### config.mk
export PLATFORM = sky130hd
export DESIGN_NAME = hads_fifo
export DESIGN_NICKNAME = d
export VERILOG_FILES = /design/src/sv/hads_pkg.sv /design/src/sv/hads_fifo.sv
export VERILOG_INCLUDE_DIRS = /design/src /design/src/sv
export SDC_FILE = /design/constraint.sdc
export NUM_CORES = 1
export LEC_CHECK = 0
export BUFFER_PORTS_ARGS = -buffer_cell sky130_fd_sc_hd__buf_2
export CAP_MARGIN = 20
export CORE_UTILIZATION = 59
export CTS_BUF_LIST = sky130_fd_sc_hd__clkbuf_2 sky130_fd_sc_hd__clkbuf_4 sky130_fd_sc_hd__clkbuf_8
export CTS_CLUSTER_DIAMETER = 200
export CTS_CLUSTER_SIZE = 40
export DETAILED_ROUTE_END_ITERATION = 12
export PLACE_DENSITY = 0.8
export SLEW_MARGIN = 20
export SYNTH_ARGS = -nofsm -noshare
export SYNTH_HDL_FRONTEND = slang
export SYNTH_SLANG_ARGS = --single-unit
export TNS_END_PERCENT = 10
### constraint.sdc
create_clock -name clk -period 3.4 [get_ports clk]
set_clock_uncertainty 0.2 [all_clocks]
set_input_delay 0.85 -clock clk [delete_from_list [all_inputs] [get_ports clk]]
set_output_delay 0.85 -clock clk [all_outputs]
set_load 0.03 [all_outputs]
### src/sv/assert_macros.svh
// Assertion helpers shared by the downscaler modules.
// Each macro expects clk and rst_n to be visible where it is used.
`ifndef ASSERT_MACROS_SVH
`define ASSERT_MACROS_SVH

// Same-cycle implication, checked out of reset.
`define HADS_ASSERT_IMP(lbl, ante, cons) \
  lbl: assert property (@(posedge clk) disable iff (!rst_n) (ante) |-> (cons)) \
    else $error("hads: same-cycle check failed");

// Next-cycle implication, checked out of reset.
`define HADS_ASSERT_NXT(lbl, ante, cons) \
  lbl: assert property (@(posedge clk) disable iff (!rst_n) (ante) |=> (cons)) \
    else $error("hads: next-cycle check failed");

`endif

### src/sv/hads_pkg.sv
// ----------------------------------------------------------------------------
// hads_pkg
// Shared constants, queue word and configuration types of the horizontal
// area downscaler.
// ----------------------------------------------------------------------------
`default_nettype none

package hads_pkg;

  localparam int MAX_ROW_PIXELS = 4096;
  localparam int COL_W          = $clog2(MAX_ROW_PIXELS);
  localparam int FRAC_W         = 16;
  localparam int SRC_W_W        = 13;
  localparam int DST_W_W        = 12;
  localparam int EDGE_W         = 28;
  localparam int INV_W          = 16;
  localparam int SUM_W          = 40;
  localparam int WGT_W          = FRAC_W + 1;
  localparam int CH_W           = 8;
  localparam int NUM_CH         = 4;
  localparam int PROD_W         = SUM_W + INV_W;
  localparam int FIFO_DEPTH     = 4;
  localparam int FIFO_AW        = $clog2(FIFO_DEPTH);
  localparam int CFG_IDX_W      = 2;
  localparam int CFG_DATA_W     = 28;

  localparam logic [WGT_W-1:0] ONE_Q16  = WGT_W'(1) << FRAC_W;
  localparam logic [COL_W-1:0] COL_LAST = COL_W'(MAX_ROW_PIXELS - 1);

  // What the back end does with one queued pixel.
  typedef enum logic [1:0] {
    KIND_ACCUM,
    KIND_EMIT,
    KIND_LAST
  } kind_t;

  typedef enum logic [CFG_IDX_W-1:0] {
    CFG_SRC_WIDTH  = 2'd0,
    CFG_DST_WIDTH  = 2'd1,
    CFG_SCALE_STEP = 2'd2,
    CFG_INV_SCALE  = 2'd3
  } cfg_idx_t;

  typedef logic [NUM_CH-1:0][CH_W-1:0] pix_t;

  typedef struct packed {
    pix_t             px;
    logic [WGT_W-1:0] wgt;   // weight of the pixel in the output it closes
    kind_t            kind;
    logic             clr;   // first pixel of a row: start sums from zero
  } qword_t;

  typedef struct packed {
    logic [SRC_W_W-1:0] src_width;
    logic [DST_W_W-1:0] dst_width;
    logic [EDGE_W-1:0]  scale_step;
    logic [INV_W-1:0]   inv_scale;
  } cfg_t;

endpackage

`default_nettype wire

### src/sv/hads_fifo.sv
// ----------------------------------------------------------------------------
// hads_fifo
// Short queue of classified pixels between front and back end.
// ----------------------------------------------------------------------------
`default_nettype none

module hads_fifo (
  input  wire logic             clk,
  input  wire logic             rst_n,
  input  wire logic             push,
  input  wire hads_pkg::qword_t wdata,
  input  wire logic             pop,
  output hads_pkg::qword_t      rdata,
  output logic                  full,
  output logic                  empty
);
  import hads_pkg::*;
  `include "assert_macros.svh"

  qword_t             mem_r [FIFO_DEPTH];
  logic [FIFO_AW-1:0] wr_ptr_r, wr_ptr_nxt;
  logic [FIFO_AW-1:0] rd_ptr_r, rd_ptr_nxt;
  logic [FIFO_AW:0]   count_r, count_nxt;

  assign full  = (count_r == (FIFO_AW+1)'(FIFO_DEPTH));
  assign empty = (count_r == '0);
  assign rdata = mem_r[rd_ptr_r];

  always_comb begin
    wr_ptr_nxt = push ? wr_ptr_r + FIFO_AW'(1) : wr_ptr_r;
    rd_ptr_nxt = pop  ? rd_ptr_r + FIFO_AW'(1) : rd_ptr_r;
    count_nxt  = count_r + (FIFO_AW+1)'(push) - (FIFO_AW+1)'(pop);
  end

  always_ff @(posedge clk) begin
    if (push) begin
      mem_r[wr_ptr_r] <= wdata;
    end
  end

  always_ff @(posedge clk) begin
    if (!rst_n) begin
      wr_ptr_r <= '0;
      rd_ptr_r <= '0;
      count_r  <= '0;
    end else begin
      wr_ptr_r <= wr_ptr_nxt;
      rd_ptr_r <= rd_ptr_nxt;
      count_r  <= count_nxt;
    end
  end

  `HADS_ASSERT_IMP(a_no_push_full, push, !full)
  `HADS_ASSERT_IMP(a_no_pop_empty, pop, !empty)

endmodule

`default_nettype wire

==> impl_metrics.csv <==
group,metric,value,unit
run_status,status,"complete, no violations",
timing,tightest_slew,0.555,ns
synth,synthArstFlopShare,0,
global_routing,grt_util_all_layers,0.190,
clock_network,cts_made_buffers,9,
detailed_routing,route.met2.wl,6740,um
power,power_frac_comb,0.150,
place,gp_congestion,0.711,
detailed_routing,num_vias,3519,
cells_and_area,multi_input_area,0.00142,sq mm
clock_network,cts_root_buffer,"clkbuf_8",
cells_and_area,fin_cells,614,
worst_setup_path,critical_path_required,2.35,ns
worst_setup_path,critPathLaunchType,"flip-flop",
cells_and_area,nets,498,
hold_path,min_from,"wdata[30]",
synth,synth-main-ff-cell,"edfxtp_1",
cells_and_area,syn_to_final_growth,12.1,%
global_routing,grt_pass1_wl,20000,um
clock_network,cts_tree,"built",
timing,tns,0,ns
cells_and_area,register_area,0.00643,sq mm
timing,finalCriticalPeriod,3.20,ns
clock_network,cts_sinks,217,
die,core_area,0.0132,sq mm
worst_setup_path,cp-end-kind,"output pin",
synth,synth_cells,315,
synth,ys_ff_latch,217,
worst_setup_path,worstPathArrival,2.15,ns
place,numPortBuffers,109,
cells_and_area,layout_commonest_cell,"edfxtp_1",
synth,syn_avg_cell_area,25.4,sq um
global_routing,grt.overflow.total,0,
power,p_leak,0.00302,uW
timing,relSlewSlack,0.630,
hold_path,holdCritPathClass,"in -> reg",
worst_setup_path,rr_startpoint,"count_r[0]",
detailed_routing,wl_met3,568,um
synth,yosysUniqueCellTypes,21,
die,std_cell_rows,42,
clock_network,worst_skew_pair.late_latency,0.50,ns
timing,setup_viol,0,
timing,rsz0062_at_grt,"false",
timing,hold_violations,0,
detailed_routing,drc,0,
cells_and_area,n_fill_cell,865,
worst_setup_path,crit_type,"reg -> out",
power,sequentialPowerShare,0.644,
detailed_routing,highest_layer,"met4",
clock_network,ctsHoldBuffers,0,
cells_and_area,final_cell_mix,"208 x edfxtp_1, 109 x buf_2, 50 x mux4_2, 9 x clkbuf_8",
detailed_routing,first_pass_iters,4,
timing,finalMaxSlewViolations,0,
global_routing,grt_max_degree,42,
synth,synth_edf_count,208,
die,dieWidth,119,um
clock_network,cts_resized,0,
clock_network,cts_setup_buffers,0,
detailed_routing,met1_length,5290,um
timing,min_period_over_period,0.941,
power,p_sw_frac,0.247,
detailed_routing,antenna_left,0,
synth,syn_area,0.00801,sq mm
power,power_switching,1190,uW
detailed_routing,wl,12800,um
global_routing,grt_pass1_vias,3672,
synth,synth_nets,378,
clock_network,cts.path.max_buffers,3,
die,dieArea,0.0140,sq mm
synth,yosysWarnings,0,
place,placed_cells,600,
worst_setup_path,cp_max_fo,18,
power,p_int,3650,uW
die,die_height,119,um
detailed_routing,drt-wirelength-per-cell,20.8,um
place,dp_hpwl,8270,um
worst_setup_path,reg2reg_setup_slack,1.35,ns
flow_run,max_cap_viol_count,0,
power,pwr-share-clk,0.206,
die,initial_core_util,0.605,
clock_network,htreeDepth,1,
power,ir_drop,0.000457,V
synth,ys_seq_area_frac,0.803,
timing,max_freq,0.313,GHz
detailed_routing,drt_iter0_markers,258,
cells_and_area,drive_above_1_share,0.437,
clock_network,clkTransAtPathRegs,0.21,ns
power,pwr_density_cell,540,mW/mm^2
detailed_routing,routed_via_density,5.73,
die,pin_count,110,
global_routing,antenna_found_initial,1,
## layout make-up
type,count,area share
timing repair buffer,121,0.0778
clock buffer,12,0.0163
multi-input combinational,79,0.158
tap,176,0.0245
sequential,217,0.717
antenna,1,0.000279
inverter,7,0.00293
clock inverter,1,0.00335
## Yosys cell counts (all sizes together) (2+ instances only)
cell	number	area (sq um)
and2	6	37.5
buf	11	136
dfxtp	9	180
edfxtp	208	6250
ha	6	75.1
inv	7	26.3
mux4	52	1180
nor2	5	18.8
xnor2	2	17.5
## power groups by stage
stage	logic [uW]	registers, uW	clock network, uW
CTS	739	3130	1030
global route	769	3140	1110
floorplan	535	3160	0
finish	725	3120	999
global placement	719	3170	0
detailed placement	736	3190	0
## per-layer routing
layer	GRT usage	up-vias
li1	-	1549
met1	0.260	1853
met2	0.331	102
met3	0.0299	15
met4	0.0411	0
met5	0	-
## stage by stage
| stage | area, sq um | power, uW | setup slack (ns) | hold slack [ns] | util |
|---|---|---|---|---|---|
| after floorplan | 8010 | 3690 | 0.696 | 0.299 | - |
| after global placement | 8800 | 3890 | 0.736 | 0.307 | 0.664 |
| after detailed placement | 8800 | 3920 | 0.731 | 0.329 | 0.664 |
| after CTS | 8970 | 4890 | 0.141 | 0.317 | 0.678 |
| after global routing | 8970 | 5020 | 0.0452 | 0.305 | 0.678 |
| final | 8970 | 4850 | 0.201 | 0.335 | 0.678 |
## cell families (layout without fill, tap and decap cells)
kind of cell | after synthesis | in the layout | synth area share
XOR/XNOR | 3 | 3 | 0.00516
adder cells (fa/ha/maj) | 7 | 7 | 0.0119
other | 0 | 1 | 0
AO/OA/AOI/OAI | 2 | 2 | 0.00187
multiplexers | 53 | 53 | 0.148
flip-flops | 217 | 217 | 0.802
buffers and inverters | 19 | 141 | 0.0208
AND/OR/NAND/NOR | 14 | 14 | 0.00938
## critical path, cell delays in order (launching register included)
cell	delay (ns)
dfxtp_4	0.64
buf_12	0.24
mux4_1	0.55
buf_2	0.19
## registers in the layout, summed over array words and instances, names as in the netlist, named ones only
name / cells
wr_ptr_r: 2
rd_ptr_r: 2
count_r: 3
mem_r: 208
## final timing paths
check	end	depth (start not counted)
min reg2reg	flip-flop	2
min	mem_r[3][30]	1
max	rdata[48]	3
max reg2reg	count_r[2]	7
No activity file was read; power rests on OpenSTA's default activity.
