==> config.mk <==
export PLATFORM = sky130hd
export DESIGN_NAME = hads_front
export DESIGN_NICKNAME = d
export VERILOG_FILES = /design/src/sv/assert_macros.svh /design/src/sv/hads_pkg.sv /design/src/sv/hads_front.sv
export SDC_FILE = /design/constraint.sdc
export NUM_CORES = 1
export LEC_CHECK = 0
export ABC_AREA = 1
export ABC_CLOCK_PERIOD_IN_PS = 5400
export BUFFER_PORTS_ARGS = -buffer_cell sky130_fd_sc_hd__buf_2
export CAP_MARGIN = 25
export CORE_ASPECT_RATIO = 1.25
export CORE_MARGIN = 1.5
export CORE_UTILIZATION = 55
export CTS_CLUSTER_DIAMETER = 120
export DETAILED_ROUTE_END_ITERATION = 6
export PLACE_DENSITY = 0.8
export SKIP_CTS_REPAIR_TIMING = 1
export SYNTH_ARGS = -nofsm -noshare
export SYNTH_HDL_FRONTEND = slang
export SYNTH_SLANG_ARGS = --single-unit
export TNS_END_PERCENT = 50
==> constraint.sdc <==
create_clock -name clk -period 5.4 [get_ports clk]
set_clock_uncertainty 0.15 [all_clocks]
set_input_delay 0.54 -clock clk [delete_from_list [all_inputs] [get_ports clk]]
set_output_delay 0.54 -clock clk [all_outputs]
set_load 0.005 [all_outputs]
==> src/sv/assert_macros.svh <==
// Assertion helpers shared by the downscaler modules.
// Each macro expects clk and rst_n to be visible where it is used.
`ifndef ASSERT_MACROS_SVH
`define ASSERT_MACROS_SVH

// Same-cycle implication, checked out of reset.
`define HADS_ASSERT_IMP(lbl, ante, cons) \
  lbl: assert property (@(posedge clk) disable iff (!rst_n) (ante) |-> (cons)) \
    else $error("hads: same-cycle check failed");

// Next-cycle implication, checked out of reset.
`define HADS_ASSERT_NXT(lbl, ante, cons) \
  lbl: assert property (@(posedge clk) disable iff (!rst_n) (ante) |=> (cons)) \
    else $error("hads: next-cycle check failed");

`endif

==> src/sv/hads_pkg.sv <==
// ----------------------------------------------------------------------------
// hads_pkg
// Shared constants, queue word and configuration types of the horizontal
// area downscaler.
// ----------------------------------------------------------------------------
`default_nettype none

package hads_pkg;

  localparam int MAX_ROW_PIXELS = 4096;
  localparam int COL_W          = $clog2(MAX_ROW_PIXELS);
  localparam int FRAC_W         = 16;
  localparam int SRC_W_W        = 13;
  localparam int DST_W_W        = 12;
  localparam int EDGE_W         = 28;
  localparam int INV_W          = 16;
  localparam int SUM_W          = 40;
  localparam int WGT_W          = FRAC_W + 1;
  localparam int CH_W           = 8;
  localparam int NUM_CH         = 4;
  localparam int PROD_W         = SUM_W + INV_W;
  localparam int FIFO_DEPTH     = 4;
  localparam int FIFO_AW        = $clog2(FIFO_DEPTH);
  localparam int CFG_IDX_W      = 2;
  localparam int CFG_DATA_W     = 28;

  localparam logic [WGT_W-1:0] ONE_Q16  = WGT_W'(1) << FRAC_W;
  localparam logic [COL_W-1:0] COL_LAST = COL_W'(MAX_ROW_PIXELS - 1);

  // What the back end does with one queued pixel.
  typedef enum logic [1:0] {
    KIND_ACCUM,
    KIND_EMIT,
    KIND_LAST
  } kind_t;

  typedef enum logic [CFG_IDX_W-1:0] {
    CFG_SRC_WIDTH  = 2'd0,
    CFG_DST_WIDTH  = 2'd1,
    CFG_SCALE_STEP = 2'd2,
    CFG_INV_SCALE  = 2'd3
  } cfg_idx_t;

  typedef logic [NUM_CH-1:0][CH_W-1:0] pix_t;

  typedef struct packed {
    pix_t             px;
    logic [WGT_W-1:0] wgt;   // weight of the pixel in the output it closes
    kind_t            kind;
    logic             clr;   // first pixel of a row: start sums from zero
  } qword_t;

  typedef struct packed {
    logic [SRC_W_W-1:0] src_width;
    logic [DST_W_W-1:0] dst_width;
    logic [EDGE_W-1:0]  scale_step;
    logic [INV_W-1:0]   inv_scale;
  } cfg_t;

endpackage

`default_nettype wire

==> src/sv/hads_front.sv <==
// ----------------------------------------------------------------------------
// hads_front
// Tracks column, next output edge and output count; classifies each pixel
// and pushes it with its weight into the queue.
// ----------------------------------------------------------------------------
`default_nettype none

module hads_front (
  input  wire logic           clk,
  input  wire logic           rst_n,
  input  wire logic           accept,
  input  wire hads_pkg::pix_t px,
  input  wire hads_pkg::cfg_t cfg,
  output hads_pkg::qword_t    qword
);
  import hads_pkg::*;

  logic [COL_W-1:0]   col_r, col_nxt;
  logic [EDGE_W-1:0]  edge_r, edge_nxt;
  logic [DST_W_W-1:0] cnt_r, cnt_nxt;

  logic               row_start;
  logic [EDGE_W-1:0]  edge_cur;
  logic [DST_W_W-1:0] cnt_cur;
  logic [COL_W:0]     col_inc;
  logic               is_last;
  logic [EDGE_W-1:0]  pos_start;
  logic [EDGE_W:0]    pos_end;
  logic               can_emit;
  logic               crosses;
  logic [WGT_W-1:0]   split_wgt;
  logic [EDGE_W:0]    edge_sum;
  logic [EDGE_W-1:0]  edge_adv;

  always_comb begin
    row_start = (col_r == '0);
    edge_cur  = row_start ? cfg.scale_step : edge_r;
    cnt_cur   = row_start ? '0 : cnt_r;
    col_inc   = {1'b0, col_r} + (COL_W+1)'(1);
    is_last   = ((SRC_W_W)'(col_inc) >= cfg.src_width) || (col_r == COL_LAST);
    pos_start = EDGE_W'({col_r, {FRAC_W{1'b0}}});
    pos_end   = {1'b0, pos_start} + (EDGE_W+1)'(ONE_Q16);
    can_emit  = ({1'b0, cnt_cur} + (DST_W_W+1)'(1)) < {1'b0, cfg.dst_width};
    crosses   = can_emit && ({1'b0, edge_cur} <= pos_end);
    split_wgt = (edge_cur > pos_start) ? WGT_W'(edge_cur - pos_start) : '0;
    edge_sum  = {1'b0, edge_cur} + {1'b0, cfg.scale_step};
    edge_adv  = edge_sum[EDGE_W] ? {EDGE_W{1'b1}} : edge_sum[EDGE_W-1:0];
  end

  // Queue word for this pixel.
  always_comb begin
    qword.px  = px;
    qword.clr = row_start;
    priority if (is_last) begin
      qword.kind = KIND_LAST;
      qword.wgt  = ONE_Q16;
    end else if (crosses) begin
      qword.kind = KIND_EMIT;
      qword.wgt  = split_wgt;
    end else begin
      qword.kind = KIND_ACCUM;
      qword.wgt  = ONE_Q16;
    end
  end

  always_comb begin
    col_nxt  = col_r;
    edge_nxt = edge_r;
    cnt_nxt  = cnt_r;
    if (accept) begin
      priority if (is_last) begin
        col_nxt  = '0;
        edge_nxt = cfg.scale_step;
        cnt_nxt  = '0;
      end else if (crosses) begin
        col_nxt  = col_inc[COL_W-1:0];
        edge_nxt = edge_adv;
        cnt_nxt  = cnt_cur + DST_W_W'(1);
      end else begin
        col_nxt  = col_inc[COL_W-1:0];
        edge_nxt = edge_cur;
        cnt_nxt  = cnt_cur;
      end
    end
  end

  always_ff @(posedge clk) begin
    if (!rst_n) begin
      col_r  <= '0;
      edge_r <= '0;
      cnt_r  <= '0;
    end else begin
      col_r  <= col_nxt;
      edge_r <= edge_nxt;
      cnt_r  <= cnt_nxt;
    end
  end

endmodule

`default_nettype wire

==> impl_summary.txt <==
----------------------------------------------------
[Global route]
  Antenna violations before repair ... 0
  Overflow after GRT ... 0
  Global-route wire length before repair ... 35.0 mm
  Largest net degree at the start of global routing ... 53
  Gr usage total ... 30.4%
  Number of global-route vias before repair ... around 7,400

[Detailed routing]
  DRT Wirelength ... 21.2 mm
  Number of vias after detailed routing ... 8,029
  Final antenna-violating net count ... 0
  Remaining DRCs ... 2
  Count of routing violations after the opening detailed-route iteration ... slightly above 600
  Routed wirelength normalized by instance count ... around 14 microns
  1st-pass router iterations ... 7
  Via density per instance ... 5.45

[Status]
  Failing checks ... DRC
  Outcome ... complete, but fails checks

[Synth]
  Synthesized area ... 7320 sq um
  Primary FF master, synth ... sky130_fd_sc_hd__dfxtp_1
  Area share of the largest cell type after synthesis ... 16.6%
  Count of different cell masters after synthesis ... 36
  Synthesized area divided by synthesized cell count ... 5.68 sq um
  Number of enable-type register cells in the synthesized netlist ... 0
  Synthesized instance count ... around 1,300
  Post-synthesis sequential element count ... 52
  Fraction of registers with async set/reset ... 0%
  Warning count from the yosys run ... 0
  Yosys top cell by area ... sky130_fd_sc_hd__nand2_1
  Fraction of the yosys area taken by sequential cells ... 14.2%
  Leading post-synthesis cells by cell area ... sky130_fd_sc_hd__nand2_1, sky130_fd_sc_hd__dfxtp_1, sky130_fd_sc_hd__ha_1
  Syn nets ... 1,472

[Critical path]
  Library cell appearing most often on the critical path ... sky130_fd_sc_hd__nand2_1
  Nature of the critical path startpoint ... register
  Maximum fanout encountered on the critical timing path ... 16
  Largest stage delay on the critical path ... approximately 0.42 ns
  Critical path launch point ... col_r[8]
  Register-to-Register Setup Slack ... 1.02 ns
  Signal arrival time at the worst endpoint ... 4.29 ns
  Kind of end point of the critical path ... output port
  Critical path data required time ... 4.71 ns
  Kind of critical path ... register to output port
  R2R Path Start ... col_r[8]
  Standard cell with the maximum stage delay on the critical path ... sky130_fd_sc_hd__dfxtp_1

[Timing]
  Unrepaired setup endpoints after global routing ... false
  Tmin final ... roughly 5 ns
  WHS ... 0.324 ns
  Transition time at the pin with the least slew margin ... 0.805 ns
  Maximum operating frequency ... 201 MHz
  Final worst-path cycle share ... 92.3%
  Finish-stage setup viols ... 0
  Fin. max-slew vios ... 0
  Final number of hold-violating endpoints ... 0
  Rel. slew slack ... 46.3%
  Sum Neg Setup Slack ... 0 ns

[Run]
  Maximum Capacitance Violations ... 0

[Finish]
  Final core utilization ... approximately three fifths
  Total non-filler cell area in the finished layout ... around 7700 sq um
  Count of inserted antenna diode cells ... 0
  Ratio of cells with drive above 1 in the final layout ... 8.58%
  Layout net count ... between 1,000 and 1,500
  Synth-to-layout area growth ... 5.38%

[Floorplanning]
  Vertical die dimension ... 132 microns
  Total Die Area ... 14,000 sq um
  Number of top-level design ports ... 156
  Initial cell density of the core ... 57.0%
  Row count ... between 40 and 50
  Chip width ... 106 microns
  Core ar. ... 12,800 sq um

[Pwr]
  Static leakage power ... 4.21 nW
  Tot Pwr ... 1.82 mW
  Maximum resistive drop on vdd ... 0.151 mV
  Pwr per Cell Area ... 236 nW/um^2

[Clock network]
  Clk_lat worst skew ... 0.31 ns
  H-Tree Level Count ... 2
  CTS buffer count ... 5
  Reg clk slew, reported paths ... 0.08 ns
  Clock tree from TritonCTS ... done
  Buffer levels on the longest clock path ... 2
  Total clock sinks ... 52
  Root buf cell ... sky130_fd_sc_hd__clkbuf_16

[Placement]
  Placer congestion estimate ... around 1
  Placed wire-length estimate after detailed placement ... 16.0 mm
  Area of placed instances ... 7560 sq um
  Total of buffers placed on input and output ports ... 75

[Worst hold path]
  HP Class ... register to register
  Min-Delay Startpoint ... cnt_r[5]

----------------------------------------------------
-- metal layers --
metal,GRT usage [%],wire [microns],up-vias
met5,0,0,-
met2,50.9,9740,304
met1,39.2,9380,3490
li1,-,-,4206
met4,10.7,544,0
met3,4.99,1560,29
-- worst max-delay path: cells and delay by family (launching register included) --
family / cells / cell delay [ns]
simple gates: 16 / 1.98
fa+ha+maj: 2 / 0.51
buf+inv: 4 / 0.48
flops: 1 / 0.42
compound gates: 2 / 0.33
xor+xnor: 1 / 0.21
-- cell usage after synthesis, drive strengths merged (5+ instances only) --
master and number:
inv 190, dfxtp 52, o21bai 5, o21ai 52, nor2 147, nand4 64
a21oi 133, nand2 325, buf 45, clkbuf 35, ha 79, xor2 22
nand3 98, nor3 17
-- cells by family (layout without fill, tap and decap cells) --
group | Yosys count | in the layout | share of synthesized area, %
AND/OR/NAND/NOR | 659 | 659 | 38.7
buffers and inverters | 271 | 289 | 16.0
AO/OA/AOI/OAI | 203 | 203 | 14.5
adder cells (fa/ha/maj) | 80 | 80 | 13.8
flip-flops | 52 | 52 | 14.2
XOR/XNOR | 23 | 23 | 2.75
-- layout by cell type (no fill, tap or decap), types with 2 or more instances in the layout --
master / instances
sky130_fd_sc_hd__xor2_1: 22
sky130_fd_sc_hd__inv_2: 5
sky130_fd_sc_hd__o21ai_0: 47
sky130_fd_sc_hd__nor2_2: 3
sky130_fd_sc_hd__a21o_1: 4
sky130_fd_sc_hd__o21a_1: 4
sky130_fd_sc_hd__a21oi_1: 133
sky130_fd_sc_hd__nand2_2: 2
sky130_fd_sc_hd__o21bai_1: 5
sky130_fd_sc_hd__nor3_1: 17
sky130_fd_sc_hd__clkbuf_16: 5
sky130_fd_sc_hd__nor4_1: 3
sky130_fd_sc_hd__o21ai_1: 5
sky130_fd_sc_hd__nand2_1: 323
sky130_fd_sc_hd__nand3_1: 96
sky130_fd_sc_hd__ha_1: 79
sky130_fd_sc_hd__nand3b_1: 3
sky130_fd_sc_hd__buf_2: 75
sky130_fd_sc_hd__nor2_1: 143
sky130_fd_sc_hd__buf_4: 14
sky130_fd_sc_hd__dfxtp_1: 51
sky130_fd_sc_hd__inv_1: 185
sky130_fd_sc_hd__a211oi_1: 3
sky130_fd_sc_hd__nand4_1: 64
-- final timing paths --
path / to / depth (start not counted)
max: qword[3] / 25
min reg2reg: cnt_r[5] / 2
min: cnt_r[5] / 2
max reg2reg: edge_r[18] / 25
-- stage by stage --
stage,instances,setup WS [ns]
floorplan,1288,1.23
global placement,1466,0.714
detailed placement,1466,0.633
CTS,1474,0.265
global route,1474,0.0629
finish,1474,0.417
-- cell type report --
class / count / area [sq um]
clock buffers: 6 / 129
clock inverters: 2 / 16.3
fillers: 1333 / 5120
inverters: 191 / 717
multi-input cells: 965 / 5110
flip-flops and latches: 52 / 1040
well taps: 168 / 210
repair buffers: 90 / 492
-- sequential cells by signal, indices dropped and copies added (netlist names) --
signal	cells
edge_r	28
cnt_r	12
col_r	12
-- report_power, final --
| group | switching (mW) | leakage, nW | internal [mW] | total, mW |
|---|---|---|---|---|
| registers | 0.0242 | 0.428 | 0.422 | 0.446 |
| logic | 0.668 | 3.72 | 0.363 | 1.03 |
| clock network | 0.170 | 0.0671 | 0.174 | 0.344 |
Power figures use the tool's default switching activity.
